`config.mk`:
```
export PLATFORM = sky130hd
export DESIGN_NAME = playfair_digraph_cipher
export DESIGN_NICKNAME = d
export VERILOG_FILES = /design/src/rtl/pfc_pkg.sv /design/src/rtl/pfc_ram.sv /design/src/rtl/pfc_datapath.sv /design/src/rtl/pfc_ctrl.sv /design/src/rtl/playfair_digraph_cipher.sv
export VERILOG_INCLUDE_DIRS = /design/src /design/src/rtl
export SDC_FILE = /design/constraint.sdc
export NUM_CORES = 1
export LEC_CHECK = 0
export BUFFER_PORTS_ARGS = -buffer_cell sky130_fd_sc_hd__buf_2
export CORE_AREA = 5 5 235 237
export DETAILED_ROUTE_END_ITERATION = 7
export DIE_AREA = 0 0 240 242
export PLACE_DENSITY = 0.6
export SLEW_MARGIN = 25
export SYNTH_ARGS = -nofsm -noshare
export SYNTH_HDL_FRONTEND = slang
export SYNTH_SLANG_ARGS = --single-unit
export TNS_END_PERCENT = 5
```
`constraint.sdc`:
```
create_clock -name clock -period 5.9 [get_ports clock]
set_clock_uncertainty 0.1 [all_clocks]
set_input_delay 0.295 -clock clock [delete_from_list [all_inputs] [get_ports clock]]
set_output_delay 0.295 -clock clock [all_outputs]
set_load 0.02 [all_outputs]
```
`src/rtl/assert_macros.svh`:
```
// assertion helpers for the rtl files
`ifndef ASSERT_MACROS_SVH
`define ASSERT_MACROS_SVH

// concurrent check on a given clock, disabled while the given reset is high
`define ASSERT_CLK_RST(label, clk, rst, prop, msg) \
   label: assert property (@(posedge clk) disable iff (rst) prop) else $error(msg);

// concurrent check on the block clock and reset
`define ASSERT_BLOCK(label, prop, msg) \
   `ASSERT_CLK_RST(label, clock, reset, prop, msg)

`endif

```
`src/rtl/pfc_pkg.sv`:
```
package pfc_pkg;

   // square geometry
   localparam int unsigned SIDE    = 5;
   localparam int unsigned CELLS   = SIDE * SIDE;
   localparam int unsigned IDX_W   = 5;
   localparam int unsigned COORD_W = 3;
   localparam int unsigned POS_W   = 2 * COORD_W;

   localparam logic [COORD_W-1:0] COORD_LAST = COORD_W'(SIDE - 1);
   localparam logic [IDX_W-1:0]   IDX_LAST   = IDX_W'(CELLS - 1);
   localparam logic [IDX_W-1:0]   CELL_COUNT = IDX_W'(CELLS);

   // ascii codes
   localparam logic [7:0] ASCII_UA  = 8'h41;
   localparam logic [7:0] ASCII_UZ  = 8'h5A;
   localparam logic [7:0] ASCII_LA  = 8'h61;
   localparam logic [7:0] ASCII_LZ  = 8'h7A;
   localparam logic [7:0] CASE_GAP  = 8'h20;
   localparam logic [4:0] J_OFFSET  = 5'd9;

   typedef enum logic [1:0] {
      MODE_KEY = 2'd0,
      MODE_ENC = 2'd1,
      MODE_DEC = 2'd2,
      MODE_NOP = 2'd3
   } mode_type;

   typedef enum logic [1:0] {
      OUT_ZERO   = 2'd0,
      OUT_BAD    = 2'd1,
      OUT_CIPHER = 2'd2
   } out_sel_type;

   typedef enum logic [2:0] {
      ST_IDLE = 3'd0,
      ST_EXEC = 3'd1,
      ST_FILL = 3'd2,
      ST_SQR  = 3'd3,
      ST_OUT  = 3'd4
   } state_type;

   typedef struct packed {
      logic             ok;
      logic [IDX_W-1:0] idx;
   } letter_type;

   typedef struct packed {
      logic        latch_req;
      logic        key_commit;
      logic        fill_start;
      logic        fill_step;
      logic        pos_read;
      logic        sq_read;
      logic        load_out;
      out_sel_type out_sel;
   } cmd_type;

   typedef struct packed {
      mode_type mode;
      logic     complete;
      logic     fill_last;
      logic     key_bad;
      logic     pair_bad;
   } status_type;

   // byte to square index, case folded, j merged into i
   function automatic letter_type letter_index(input logic [7:0] b);
      logic [7:0] u;
      logic [4:0] v;
      letter_type r;
      u = (b >= ASCII_LA && b <= ASCII_LZ) ? b - CASE_GAP : b;
      r.ok = (u >= ASCII_UA && u <= ASCII_UZ);
      v = 5'(u - ASCII_UA);
      if (v == J_OFFSET) begin
         r.idx = J_OFFSET - 5'd1;
      end else if (v > J_OFFSET) begin
         r.idx = v - 5'd1;
      end else begin
         r.idx = v;
      end
      return r;
   endfunction

   // square index back to uppercase ascii
   function automatic logic [6:0] index_letter(input logic [IDX_W-1:0] idx);
      logic [4:0] v;
      v = (idx < J_OFFSET) ? idx : idx + 5'd1;
      return 7'(ASCII_UA) + {2'b00, v};
   endfunction

   // one step along a row or column with wrap
   function automatic logic [COORD_W-1:0] wrap_step(input logic [COORD_W-1:0] c,
                                                   input logic dec);
      if (dec) begin
         return (c == '0) ? COORD_LAST : c - COORD_W'(1);
      end
      return (c == COORD_LAST) ? '0 : c + COORD_W'(1);
   endfunction

   // row and column to cell number
   function automatic logic [IDX_W-1:0] cell_addr(input logic [COORD_W-1:0] r,
                                                  input logic [COORD_W-1:0] c);
      return IDX_W'({r, 2'b00}) + IDX_W'(r) + IDX_W'(c);
   endfunction

endpackage

```
`src/rtl/pfc_ram.sv`:
```
module pfc_ram #(
   parameter int unsigned WIDTH = 8,
   parameter int unsigned DEPTH = 32
) (
   input  logic                     clock,
   input  logic                     wr_en,
   input  logic [$clog2(DEPTH)-1:0] wr_addr,
   input  logic [WIDTH-1:0]         wr_data,
   input  logic                     rd_en,
   input  logic [$clog2(DEPTH)-1:0] rd_addr_a,
   input  logic [$clog2(DEPTH)-1:0] rd_addr_b,
   output logic [WIDTH-1:0]         rd_data_a,
   output logic [WIDTH-1:0]         rd_data_b
);

   logic [WIDTH-1:0] mem_ff [DEPTH];
   logic [WIDTH-1:0] rd_a_ff;
   logic [WIDTH-1:0] rd_b_ff;

   // single write port
   always_ff @(posedge clock) begin
      if (wr_en) begin
         mem_ff[wr_addr] <= wr_data;
      end
   end

   // two registered read ports
   always_ff @(posedge clock) begin
      if (rd_en) begin
         rd_a_ff <= mem_ff[rd_addr_a];
         rd_b_ff <= mem_ff[rd_addr_b];
      end
   end

   assign rd_data_a = rd_a_ff;
   assign rd_data_b = rd_b_ff;

endmodule

```
`src/rtl/pfc_datapath.sv`:
```
module pfc_datapath import pfc_pkg::*; (
   input  logic       clock,
   input  logic       reset,
   input  logic [1:0] req_mode,
   input  logic       req_start_key,
   input  logic [7:0] req_letter_a,
   input  logic [7:0] req_letter_b,
   input  cmd_type    cmd,
   output status_type status,
   output logic [6:0] rsp_out_a,
   output logic [6:0] rsp_out_b,
   output logic       rsp_bad_letter
);

   mode_type         mode_ff;
   logic             start_ff;
   logic [7:0]       la_ff;
   logic [7:0]       lb_ff;

   logic [CELLS-1:0]   used_ff,     used_in;
   logic [IDX_W-1:0]   count_ff,    count_in;
   logic [COORD_W-1:0] row_ff,      row_in;
   logic [COORD_W-1:0] col_ff,      col_in;
   logic               complete_ff, complete_in;
   logic [IDX_W-1:0]   fill_idx_ff, fill_idx_in;

   logic [6:0] out_a_ff;
   logic [6:0] out_b_ff;
   logic       bad_ff;

   letter_type ia;
   letter_type ib;

   logic [CELLS-1:0]   used_eff;
   logic [IDX_W-1:0]   count_eff;
   logic [COORD_W-1:0] row_eff;
   logic [COORD_W-1:0] col_eff;
   logic               complete_eff;
   logic               clear;
   logic [IDX_W-1:0]   place_idx;
   logic               place_en;

   logic [POS_W-1:0] pos_a;
   logic [POS_W-1:0] pos_b;
   logic [IDX_W-1:0] sq_a;
   logic [IDX_W-1:0] sq_b;
   logic [COORD_W-1:0] r1, c1, r2, c2;
   logic [IDX_W-1:0] n1, n2;
   logic             dec;

   // request capture
   always_ff @(posedge clock) begin
      if (cmd.latch_req) begin
         mode_ff  <= mode_type'(req_mode);
         start_ff <= req_start_key;
         la_ff    <= req_letter_a;
         lb_ff    <= req_letter_b;
      end
   end

   assign ia = letter_index(la_ff);
   assign ib = letter_index(lb_ff);

   // key placement and alphabet fill
   always_comb begin
      clear        = cmd.key_commit && start_ff;
      used_eff     = clear ? '0 : used_ff;
      count_eff    = clear ? '0 : count_ff;
      row_eff      = clear ? '0 : row_ff;
      col_eff      = clear ? '0 : col_ff;
      complete_eff = clear ? 1'b0 : complete_ff;

      place_idx = cmd.fill_step ? fill_idx_ff : ia.idx;
      place_en  = ((cmd.key_commit && ia.ok && !complete_eff) || cmd.fill_step)
                  && !used_eff[place_idx] && (count_eff < CELL_COUNT);

      used_in  = used_eff;
      count_in = count_eff;
      row_in   = row_eff;
      col_in   = col_eff;
      if (place_en) begin
         used_in[place_idx] = 1'b1;
         count_in = count_eff + IDX_W'(1);
         if (col_eff == COORD_LAST) begin
            col_in = '0;
            row_in = row_eff + COORD_W'(1);
         end else begin
            col_in = col_eff + COORD_W'(1);
         end
      end

      complete_in = complete_eff;
      if (cmd.fill_step && status.fill_last) begin
         complete_in = 1'b1;
      end

      fill_idx_in = fill_idx_ff;
      if (cmd.fill_start) begin
         fill_idx_in = '0;
      end else if (cmd.fill_step) begin
         fill_idx_in = fill_idx_ff + IDX_W'(1);
      end
   end

   always_ff @(posedge clock) begin
      if (reset) begin
         used_ff     <= '0;
         count_ff    <= '0;
         row_ff      <= '0;
         col_ff      <= '0;
         complete_ff <= 1'b0;
         fill_idx_ff <= '0;
      end else begin
         used_ff     <= used_in;
         count_ff    <= count_in;
         row_ff      <= row_in;
         col_ff      <= col_in;
         complete_ff <= complete_in;
         fill_idx_ff <= fill_idx_in;
      end
   end

   // cell of each letter, stored as row and column
   pfc_ram #(
      .WIDTH (POS_W),
      .DEPTH (CELLS)
   ) u_pos_ram (
      .clock     (clock),
      .wr_en     (place_en),
      .wr_addr   (place_idx),
      .wr_data   ({row_eff, col_eff}),
      .rd_en     (cmd.pos_read),
      .rd_addr_a (ia.idx),
      .rd_addr_b (ib.idx),
      .rd_data_a (pos_a),
      .rd_data_b (pos_b)
   );

   // substitution rules
   always_comb begin
      dec = (mode_ff == MODE_DEC);
      r1  = pos_a[POS_W-1:COORD_W];
      c1  = pos_a[COORD_W-1:0];
      r2  = pos_b[POS_W-1:COORD_W];
      c2  = pos_b[COORD_W-1:0];
      if (r1 == r2) begin
         n1 = cell_addr(r1, wrap_step(c1, dec));
         n2 = cell_addr(r2, wrap_step(c2, dec));
      end else if (c1 == c2) begin
         n1 = cell_addr(wrap_step(r1, dec), c1);
         n2 = cell_addr(wrap_step(r2, dec), c2);
      end else begin
         n1 = cell_addr(r1, c2);
         n2 = cell_addr(r2, c1);
      end
   end

   // letter held in each cell
   pfc_ram #(
      .WIDTH (IDX_W),
      .DEPTH (CELLS)
   ) u_square_ram (
      .clock     (clock),
      .wr_en     (place_en),
      .wr_addr   (count_eff),
      .wr_data   (place_idx),
      .rd_en     (cmd.sq_read),
      .rd_addr_a (n1),
      .rd_addr_b (n2),
      .rd_data_a (sq_a),
      .rd_data_b (sq_b)
   );

   // result register
   always_ff @(posedge clock) begin
      if (cmd.load_out) begin
         case (cmd.out_sel)
            OUT_CIPHER: begin
               out_a_ff <= index_letter(sq_a);
               out_b_ff <= index_letter(sq_b);
               bad_ff   <= 1'b0;
            end
            OUT_BAD: begin
               out_a_ff <= '0;
               out_b_ff <= '0;
               bad_ff   <= 1'b1;
            end
            default: begin
               out_a_ff <= '0;
               out_b_ff <= '0;
               bad_ff   <= 1'b0;
            end
         endcase
      end
   end

   assign rsp_out_a      = out_a_ff;
   assign rsp_out_b      = out_b_ff;
   assign rsp_bad_letter = bad_ff;

   assign status.mode      = mode_ff;
   assign status.complete  = complete_ff;
   assign status.fill_last = (fill_idx_ff == IDX_LAST);
   assign status.key_bad   = !ia.ok;
   assign status.pair_bad  = !ia.ok || !ib.ok;

endmodule

```
`src/rtl/pfc_ctrl.sv`:
```
module pfc_ctrl import pfc_pkg::*; (
   input  logic       clock,
   input  logic       reset,
   input  logic       req_valid,
   output logic       req_stall,
   output logic       rsp_valid,
   input  logic       rsp_stall,
   input  status_type status,
   output cmd_type    cmd
);

   state_type state_ff, state_in;
   logic      rsp_valid_ff, rsp_valid_in;
   logic      out_free;

   always_ff @(posedge clock) begin
      if (reset) begin
         state_ff     <= ST_IDLE;
         rsp_valid_ff <= 1'b0;
      end else begin
         state_ff     <= state_in;
         rsp_valid_ff <= rsp_valid_in;
      end
   end

   // result register can be loaded when empty or being taken
   assign out_free = !rsp_valid_ff || !rsp_stall;

   // sequencing of one request
   always_comb begin
      state_in = state_ff;
      cmd      = '0;
      cmd.out_sel = OUT_ZERO;
      case (state_ff)
         ST_IDLE: begin
            if (req_valid) begin
               cmd.latch_req = 1'b1;
               state_in      = ST_EXEC;
            end
         end
         ST_EXEC: begin
            case (status.mode)
               MODE_KEY: begin
                  if (out_free) begin
                     cmd.key_commit = 1'b1;
                     cmd.load_out   = 1'b1;
                     cmd.out_sel    = status.key_bad ? OUT_BAD : OUT_ZERO;
                     state_in       = ST_IDLE;
                  end
               end
               MODE_ENC, MODE_DEC: begin
                  if (!status.complete) begin
                     cmd.fill_start = 1'b1;
                     state_in       = ST_FILL;
                  end else if (status.pair_bad) begin
                     if (out_free) begin
                        cmd.load_out = 1'b1;
                        cmd.out_sel  = OUT_BAD;
                        state_in     = ST_IDLE;
                     end
                  end else begin
                     cmd.pos_read = 1'b1;
                     state_in     = ST_SQR;
                  end
               end
               default: begin
                  if (out_free) begin
                     cmd.load_out = 1'b1;
                     cmd.out_sel  = OUT_ZERO;
                     state_in     = ST_IDLE;
                  end
               end
            endcase
         end
         ST_FILL: begin
            cmd.fill_step = 1'b1;
            if (status.fill_last) begin
               state_in = ST_EXEC;
            end
         end
         ST_SQR: begin
            cmd.sq_read = 1'b1;
            state_in    = ST_OUT;
         end
         ST_OUT: begin
            if (out_free) begin
               cmd.load_out = 1'b1;
               cmd.out_sel  = OUT_CIPHER;
               state_in     = ST_IDLE;
            end
         end
         default: begin
            state_in = ST_IDLE;
         end
      endcase
   end

   // result valid flag
   always_comb begin
      rsp_valid_in = rsp_valid_ff && rsp_stall;
      if (cmd.load_out) begin
         rsp_valid_in = 1'b1;
      end
   end

   assign req_stall = (state_ff != ST_IDLE);
   assign rsp_valid = rsp_valid_ff;

endmodule

```
`src/rtl/playfair_digraph_cipher.sv`:
```
// Playfair digraph engine. Key-letter requests (mode 0) build the 5x5 square
// in arrival order, skipping letters already placed; start_key clears the
// square first. The first pair request after the key fills the remaining
// letters alphabetically (J folded into I), then pair requests encrypt
// (mode 1) or decrypt (mode 2) two letters; mode 3 returns all zeros. Every
// request gives exactly one response. A pair of two letters passes through
// the letter-to-cell memory read and then the cell-to-letter memory read, in
// series. The first pair after a new key first runs the alphabet fill, one
// letter per cycle through the shared memory write port. A waiting response
// does not block the next request from being accepted.
`include "assert_macros.svh"

module playfair_digraph_cipher import pfc_pkg::*; (
   input  logic       clock,
   input  logic       reset,
   input  logic       req_valid,
   output logic       req_stall,
   input  logic [1:0] req_mode,
   input  logic       req_start_key,
   input  logic [7:0] req_letter_a,
   input  logic [7:0] req_letter_b,
   output logic       rsp_valid,
   input  logic       rsp_stall,
   output logic [6:0] rsp_out_a,
   output logic [6:0] rsp_out_b,
   output logic       rsp_bad_letter
);

   cmd_type    cmd;
   status_type status;

   logic rsp_blank;
   logic rsp_letters_ok;

   // sequencer
   pfc_ctrl u_ctrl (
      .clock     (clock),
      .reset     (reset),
      .req_valid (req_valid),
      .req_stall (req_stall),
      .rsp_valid (rsp_valid),
      .rsp_stall (rsp_stall),
      .status    (status),
      .cmd       (cmd)
   );

   // square storage and substitution
   pfc_datapath u_datapath (
      .clock          (clock),
      .reset          (reset),
      .req_mode       (req_mode),
      .req_start_key  (req_start_key),
      .req_letter_a   (req_letter_a),
      .req_letter_b   (req_letter_b),
      .cmd            (cmd),
      .status         (status),
      .rsp_out_a      (rsp_out_a),
      .rsp_out_b      (rsp_out_b),
      .rsp_bad_letter (rsp_bad_letter)
   );

   // response terms used by the checks
   assign rsp_blank      = (rsp_out_a == 7'd0) && (rsp_out_b == 7'd0);
   assign rsp_letters_ok = (rsp_out_a inside {[7'h41:7'h5A]}) && (rsp_out_a != 7'h4A)
                           && (rsp_out_b inside {[7'h41:7'h5A]}) && (rsp_out_b != 7'h4A);

   // one request in flight at a time
   `ASSERT_BLOCK(a_one_in_flight, req_valid && !req_stall |=> req_stall, "request while busy")

   // an error response carries no letters
   `ASSERT_BLOCK(a_bad_is_blank, rsp_valid && rsp_bad_letter |-> rsp_blank, "letters on error")

   // result letters are uppercase and never J
   `ASSERT_BLOCK(a_letter_range, rsp_valid && !rsp_blank |-> rsp_letters_ok, "letter out of range")

endmodule
```
### After elaboration in Yosys (flattened, before gate mapping)

Memory sizes are Yosys's and may differ from the RTL's. A register that Yosys moved wholly into a read port is not among the register bits.
Cells that the tools add are included.

| word-level totals | value |
|---|---|
| bits in registers | 80 |
| memories kept | 2 |
| output and inout bits | 17 |
| word-level logic and storage cells | 204 |
| memory bits (writable) | 275 |

Memory list:

| name | words | width | read ports | clocked after Yosys merged registers in | wr ports | RTL line | RTL |
|---|---|---|---|---|---|---|---|
| u_datapath.u_pos_ram.mem_ff | 25 | 6 | 2 | 2 | 1 | pfc_ram.sv:16 | `logic [WIDTH-1:0] mem_ff [DEPTH];` |
| u_datapath.u_square_ram.mem_ff | 25 | 5 | 2 | 2 | 1 | pfc_ram.sv:16 |  |

| cells by class | value |
|---|---|
| magnitude comparators | 15 |
| equality and inequality tests | 20 |
| $add $sub $neg | 32 |
| multiplexer cells | 88 |
| bitwise operators | 1 |
| reductions and logical operators | 31 |

Operator list:

| kind | count |
|---|---|
| $mux W3 | 40 |
| $mux W5 | 13 |
| $add A5 B3 Y5 | 10 |
| $mux W25 | 2 |
| $ge A8 B7 Y1 const B | 4 |
| $le A8 B7 Y1 const B | 4 |
| $mux W1 | 25 |
| $or A25 B25 Y25 | 1 |
| $add A5 B1 Y5 const B | 4 |
| $sub A5 B1 Y5 const B | 4 |
| $add A3 B1 Y3 const B | 6 |
| $eq A3 B3 Y1 const B | 6 |
| $mux W8 | 2 |
| $sub A8 B6 Y8 const B | 2 |
| $logic_not A3 Y1 | 5 |
| $pmux W3 S5 | 1 |
| $add A7 B5 Y7 const A | 2 |
| $logic_and A1 B1 Y1 | 12 |
| $pmux W3 S2 | 2 |
| $sub A3 B1 Y3 const B | 4 |
| $eq A5 B4 Y1 const B | 2 |
| $gt A5 B4 Y1 const B | 2 |
| $lt A5 B4 Y1 const B | 2 |
| $eq A3 B2 Y1 const B | 2 |
| 19 further kinds | 30 |

### Depth between registers and ports, before layout

| depth | value |
|---|---|
| word-level depth | 15 |
| gate-level depth with buffers | 17 |
| mapped depth without buffers | 15 |

### Hierarchy

A second synthesis with hierarchy kept.

| unflattened totals | value |
|---|---|
| cells, all modules | 1523 |
| area total of the unflattened synthesis | 20334.5 µm² |

Modules (own cells, without submodules):

| module | area an instance (µm²) | cells each | seq. area each (µm²) | instances |
|---|---|---|---|---|
| pfc_ram at u_datapath.u_pos_ram | 7598.5 | 427 | 4864.7 | 1 |
| pfc_ram at u_datapath.u_square_ram | 6323.6 | 372 | 4053.9 | 1 |
| pfc_datapath | 6075.8 | 681 | 1831.8 | 1 |
| pfc_ctrl | 336.6 | 43 | 80.1 | 1 |

### Worst setup path before layout

Ideal clock, no wire load.

| timing | value |
|---|---|
| kind | register to register |
| start | reg u_datapath.la_ff[1] |
| end | mem u_datapath.u_square_ram.mem_ff[4][0] in the netlist's numbering, enable pin |
| cell stages (with the launch flop) | 16 |
| library setup time | 381 ps |
| data required time | 5419 ps |
| arrival time | 3855 ps |
| clock period less this slack | 4336 ps |
| setup slack | 1564 ps |
| path through | edfxtp_1 -> clkbuf_1 -> inv_1 -> ha_1 -> buf_6 -> nor4b_1 -> o31ai_2 -> a31oi_4 -> inv_2 -> buf_6 -> a221oi_2 -> a311oi_1 -> a2111oi_4 -> nand4_1 -> buf_2 -> nor4_1 |

| on the way | value |
|---|---|
| cells in the longest elaborated chain, start to end | 15 |
| elaborated cells between the ends (all ways) | 25 |
| classes of those cells | 3 x add/sub; 5 x order compare; 1 x eq/ne; 8 x mux; 8 x reduce/logical |

Ends and longest elaborated chain:

| what | RTL line | RTL |
|---|---|---|
| start, declared | pfc_datapath.sv:17 | `logic [7:0] la_ff;` |
| start signal, assigned | pfc_datapath.sv:56 | `la_ff <= req_letter_a;` |
| $ge A8 B7 Y1 or $le A8 B7 Y1 (tied branches) | pfc_pkg.sv:72 | `u = (b >= ASCII_LA && b <= ASCII_LZ) ? b - CASE_GAP : b;` |
| $logic_and A1 B1 Y1 | pfc_pkg.sv:72 |  |
| $mux W8 (*) | pfc_pkg.sv:72 |  |
| $sub A5 B1 Y5 | pfc_pkg.sv:74 | `v = 5'(u - ASCII_UA);` |
| $sub A5 B1 Y5 or $gt A5 B4 Y1 (tied branches) | pfc_pkg.sv:78, pfc_pkg.sv:77 |  |
| $mux W5 | pfc_pkg.sv:77 | `end else if (v > J_OFFSET) begin` |
| $mux W5 | pfc_pkg.sv:75 | `if (v == J_OFFSET) begin` |
| $mux W5 | pfc_datapath.sv:73 | `place_idx = cmd.fill_step ? fill_idx_ff : ia.idx;` |
| $bmux W1 S5 | pfc_datapath.sv:75 | `&& !used_eff[place_idx] && (count_eff < CELL_COUNT);` |
| $mux W1 (not written as such) | pfc_datapath.sv:75 |  |
| $logic_not A1 Y1 | pfc_datapath.sv:75 |  |
| $logic_and A1 B1 Y1 (*) (2 in series) | pfc_datapath.sv:75 |  |
| $mux W1 (*) | pfc_ram.sv:22 | `if (wr_en) begin` |
| $mux W1 (not written as such) (*) | pfc_ram.sv:23 | `mem_ff[wr_addr] <= wr_data;` |
| end, declared | pfc_ram.sv:16 |  |

Every way passes the cells marked *; elsewhere a longest branch is shown, timed or not. The select of a mux whose other input is x is not followed.

### Final worst setup path

| timing | value |
|---|---|
| start | reg u_datapath.la_ff[1] |
| end | mem u_datapath.u_pos_ram.mem_ff[0][1] in the netlist's numbering, enable pin |

| on the way | value |
|---|---|
| cells in the longest elaborated chain, start to end | 15 |
| elaborated cells between the ends (all ways) | 25 |
| classes of those cells | 3 x add/sub; 5 x order compare; 1 x eq/ne; 8 x mux; 8 x reduce/logical |

Ends and longest elaborated chain:

| what | RTL line |
|---|---|
| $ge A8 B7 Y1 or $le A8 B7 Y1 (tied branches) | pfc_pkg.sv:72 |
| $logic_and A1 B1 Y1 | pfc_pkg.sv:72 |
| $mux W8 (*) | pfc_pkg.sv:72 |
| $sub A5 B1 Y5 | pfc_pkg.sv:74 |
| $sub A5 B1 Y5 or $gt A5 B4 Y1 (tied branches) | pfc_pkg.sv:78, pfc_pkg.sv:77 |
| $mux W5 | pfc_pkg.sv:77 |
| $mux W5 | pfc_pkg.sv:75 |
| $mux W5 | pfc_datapath.sv:73 |
| $bmux W1 S5 | pfc_datapath.sv:75 |
| $mux W1 (not written as such) | pfc_datapath.sv:75 |
| $logic_not A1 Y1 | pfc_datapath.sv:75 |
| $logic_and A1 B1 Y1 (2 in series) | pfc_datapath.sv:75 |
| $mux W1 | pfc_ram.sv:22 |
| $mux W1 (not written as such) | pfc_ram.sv:23 |
| end, declared | pfc_ram.sv:16 |

Marked as above.

==> results by group <==
Floorplanning
  • Core area: 53100 sq um
  • Starting Density: 39.3%
  • Die area: 58100 sq um
  • Die width: 240 microns
  • Die Span Y: 242 microns
  • I/O pin count: 40
  • Row cnt: 85

Logic synthesis
  • Top post-synthesis cells by area: edfxtp_1 (48%), mux4_2 (11%), dfxtp_1 (4.4%)
  • #FFs+latches synth: 376
  • Post-Syn Area per Cell: 13.0 sq um
  • Top-count cell post-synth: edfxtp_1
  • Number of synthesized flops with an enable pin: 330
  • Cells after Synth: 1608
  • Largest area contributor in the netlist: edfxtp_1
  • Ys flop type: edfxtp_1
  • Synth top area share: 47.5%
  • Synth cell count leaders: edfxtp_1 (330), mux4_2 (105), nor2_1 (105)
  • FFs w/ async S/R, synth: 0%
  • Part of the Yosys area used for sequential elements: 52.0%
  • Syn_nets: 1708
  • YS warnings: 0
  • Post-synth cell types: 87
  • Post-Syn Area: 20800 sq um

Global routing
  • Tot GR Track Use: 18.9%
  • Vias in the first global route: 14000
  • Largest net degree at the start of global routing: 69
  • First-pass GRT wire length: 85900 microns
  • Total grt overflow: 0
  • Initial antenna violation count: 0

Worst setup path
  • Critical path startpoint category: register
  • CP Class: register to register
  • Required @ worst endpoint: 5.99 ns
  • WP data arrival: 5.57 ns
  • CP endpoint kind: register
  • Crit-path max FO: 31

Clocking
  • H-tree Lvls: 2
  • Post-cts gate resize count: 0
  • Clock Latency Late Sink: 0.58 ns
  • Sinks on Clock Net: 376
  • Clock Tree Buf Depth: 3
  • CTS tree: done
  • CTS root buffer: clkbuf_16
  • Worst-path clk slew: 0.07 ns
  • Num CTS Buffers: 41

Placement
  • RePlAce Congestion: 0.906
  • I/O Buffers: 39
  • Post-DP HPWL: 38700 microns
  • Placed Cells incl. Taps: 2312

Power
  • Switch Pwr: 0.00177 W
  • Pwr per Cell Area: 278 nW/um^2
  • Clock share of power: 39.6%
  • VDD IR-drop max: 0.000251 V
  • Sw frac: 26.9%
  • Comb power frac: 15.1%
  • Internal: 0.00481 W
  • Register share of total power: 45.3%
  • Leakage power: 8.02 nW
  • Power Total: 0.00658 W

Cells and area
  • Share of layout cells above drive strength 1: 22.4%
  • N_diodes: 0
  • Nets: 1780
  • Fill count: 4701
  • Area Growth Syn to Fin: 13.6%
  • Post-Layout Cell Count: 2408

Detailed routing
  • WL final: 56300 microns
  • Routed len/inst: 23.4 microns
  • Drt pass-1 iters: 6
  • Vias/cell: 5.95
  • DR iter-0 viols: 1483
  • Post-DRT Antenna Nets: 0
  • Total number of vias: 14300
  • DRC viols: 0

Timing
  • # setup viols final: 0
  • Hold_ws: 0.261 ns
  • Slew Limit Fails: 0
  • Fin crit share: 92.8%
  • Setup tns final: 0 ns
  • Final Hold Fails: 0
  • Slew @ Worst Pin: 1.05 ns
  • Post-route minimum period: 5.48 ns
  • Slew margin rel.: 29.6%
  • Max frequency: 0.183 GHz
  • Unrepaired setup endpoints after global routing: false

Status
  • Outcome: finished clean

Job
  • Max-cap violations: 0

Worst hold path
  • Hold Path Class: input port to register
## critical path, stage by stage (launching register included)
cell and delay (ns):
edfxtp_1 0.54, inv_1 0.18, ha_1 0.49, nand2b_1 0.21, nor3b_1 0.20, o31ai_2 0.50, a31oi_4 0.15, inv_2 0.57
mux2i_1 0.31, a2111oi_2 0.12, a2111oi_4 0.46, nand3_2 0.32, nor3_1 0.91
## cells by family after synthesis
family | count (synthesis) | share of synthesized area, %
compound gates | 328 | 11.3
buf+inv | 162 | 3.34
simple gates | 415 | 10.2
xor+xnor | 48 | 2.02
flops | 376 | 52.0
fa+ha+maj | 77 | 4.91
mux | 202 | 16.3
## through the flow
stage | setup WS [ns] | util [%] | cell area (sq um)
4_1_cts | 0.465 | 44.6 | 23700
6_report | 0.423 | 44.6 | 23700
5_1_grt | 0.110 | 44.6 | 23700
2_1_floorplan | 1.56 | - | 20800
3_5_place_dp | 0.552 | 41.6 | 22100
3_3_place_gp | 0.682 | 41.6 | 22100
## layout make-up
| class | instances | area (sq um) | share of cell area, % |
|---|---|---|---|
| Tap cell | 696 | 871 | 3.68 |
| Inverter | 57 | 214 | 0.904 |
| Sequential cell | 376 | 10800 | 45.8 |
| Timing Repair Buffer | 134 | 973 | 4.11 |
| Clock inverter | 28 | 267 | 1.13 |
| Clock buffer | 47 | 1090 | 4.60 |
| Multi-Input combinational cell | 1070 | 9430 | 39.8 |
## timing repair
action	4_1_cts	5_1_grt
hold buffers	21	0
hold endpoints to repair	22	0
setup endpoints to repair	0	0
setup buffers	0	0
## layout by cell type, fill, tap and decap left out, types with 7 or more instances in the layout
cell type / synthesis / layout
a21o_1: 14 / 14
a21oi_1: 70 / 64
and2_1: 10 / 10
buf_2: 23 / 39
buf_4: 8 / 73
clkbuf_16: 0 / 42
clkinv_1: 1 / 9
clkinv_2: 0 / 7
dfxtp_1: 46 / 46
dlygate4sd3_1: 0 / 21
edfxtp_1: 330 / 330
fa_1: 8 / 8
ha_1: 69 / 69
inv_1: 53 / 53
mux2_2: 44 / 44
mux2i_1: 52 / 51
mux4_2: 105 / 105
nand2_1: 98 / 98
nand2b_1: 18 / 18
nand3_1: 18 / 18
nand3b_1: 19 / 19
nand4_1: 12 / 12
nor2_1: 105 / 101
nor2b_1: 13 / 12
nor3_1: 51 / 50
nor3b_1: 8 / 8
nor4_1: 12 / 12
nor4_2: 7 / 7
o211ai_1: 22 / 22
o21ai_0: 64 / 62
o21ai_1: 9 / 10
o221ai_1: 23 / 23
o22ai_1: 23 / 23
o31ai_1: 14 / 14
o41ai_2: 7 / 7
or3_1: 18 / 18
or4_1: 7 / 7
xnor2_1: 33 / 33
xor2_1: 15 / 15
## path summary, 6_finish.rpt
kind                                    startpoint                                     endpoint  slack (ns)  depth (start not counted)
hold / removal                               reset            u_datapath.complete_ff$_SDFF_PP0_        0.26                          3
hold reg to reg   u_datapath.used_ff[4]$_SDFF_PP0_             u_datapath.used_ff[4]$_SDFF_PP0_        0.38                          2
setup reg to reg     u_datapath.la_ff[1]$_DFFE_PP_  u_datapath.u_pos_ram.mem_ff[0][1]$_DFFE_PP_        0.42                         12
setup / recovery     u_datapath.la_ff[1]$_DFFE_PP_  u_datapath.u_pos_ram.mem_ff[0][1]$_DFFE_PP_        0.42                         12
## layer usage
layer,vias to the layer above,global-route usage (%),share of wire (%)
met1,7248,26.2,43
met3,102,2.48,5.7
met2,525,30.8,48
met4,0,6.63,3.3
li1,6460,-,-
met5,-,0,0
## power groups by stage
stage	sequential [W]	clock [W]	combinational, W
6_report	0.00298	0.00260	0.000991
5_1_grt	0.00298	0.00277	0.00106
4_1_cts	0.00298	0.00265	0.000988
3_5_place_dp	0.00304	0	0.000973
3_3_place_gp	0.00304	0	0.000966
2_1_floorplan	0.00304	0	0.000659
## sequential cells by signal (all words and copies together), names as in the netlist
register                           flops
u_ctrl.rsp_valid                       1
u_ctrl.state_ff                        3
u_datapath.col_ff                      3
u_datapath.complete_ff                 1
u_datapath.count_ff                    5
u_datapath.fill_idx_ff                 5
u_datapath.la_ff                       8
u_datapath.lb_ff                       8
u_datapath.mode_ff                     2
u_datapath.row_ff                      3
u_datapath.rsp_bad_letter              1
u_datapath.rsp_out_a                   6
u_datapath.rsp_out_b                   7
u_datapath.start_ff                    1
u_datapath.u_pos_ram.mem_ff          150
u_datapath.u_pos_ram.rd_data_a         6
u_datapath.u_pos_ram.rd_data_b         6
u_datapath.u_square_ram.mem_ff       125
u_datapath.u_square_ram.rd_data_a      5
u_datapath.u_square_ram.rd_data_b      5
u_datapath.used_ff                    25
No activity file was read; power rests on OpenSTA's default activity.
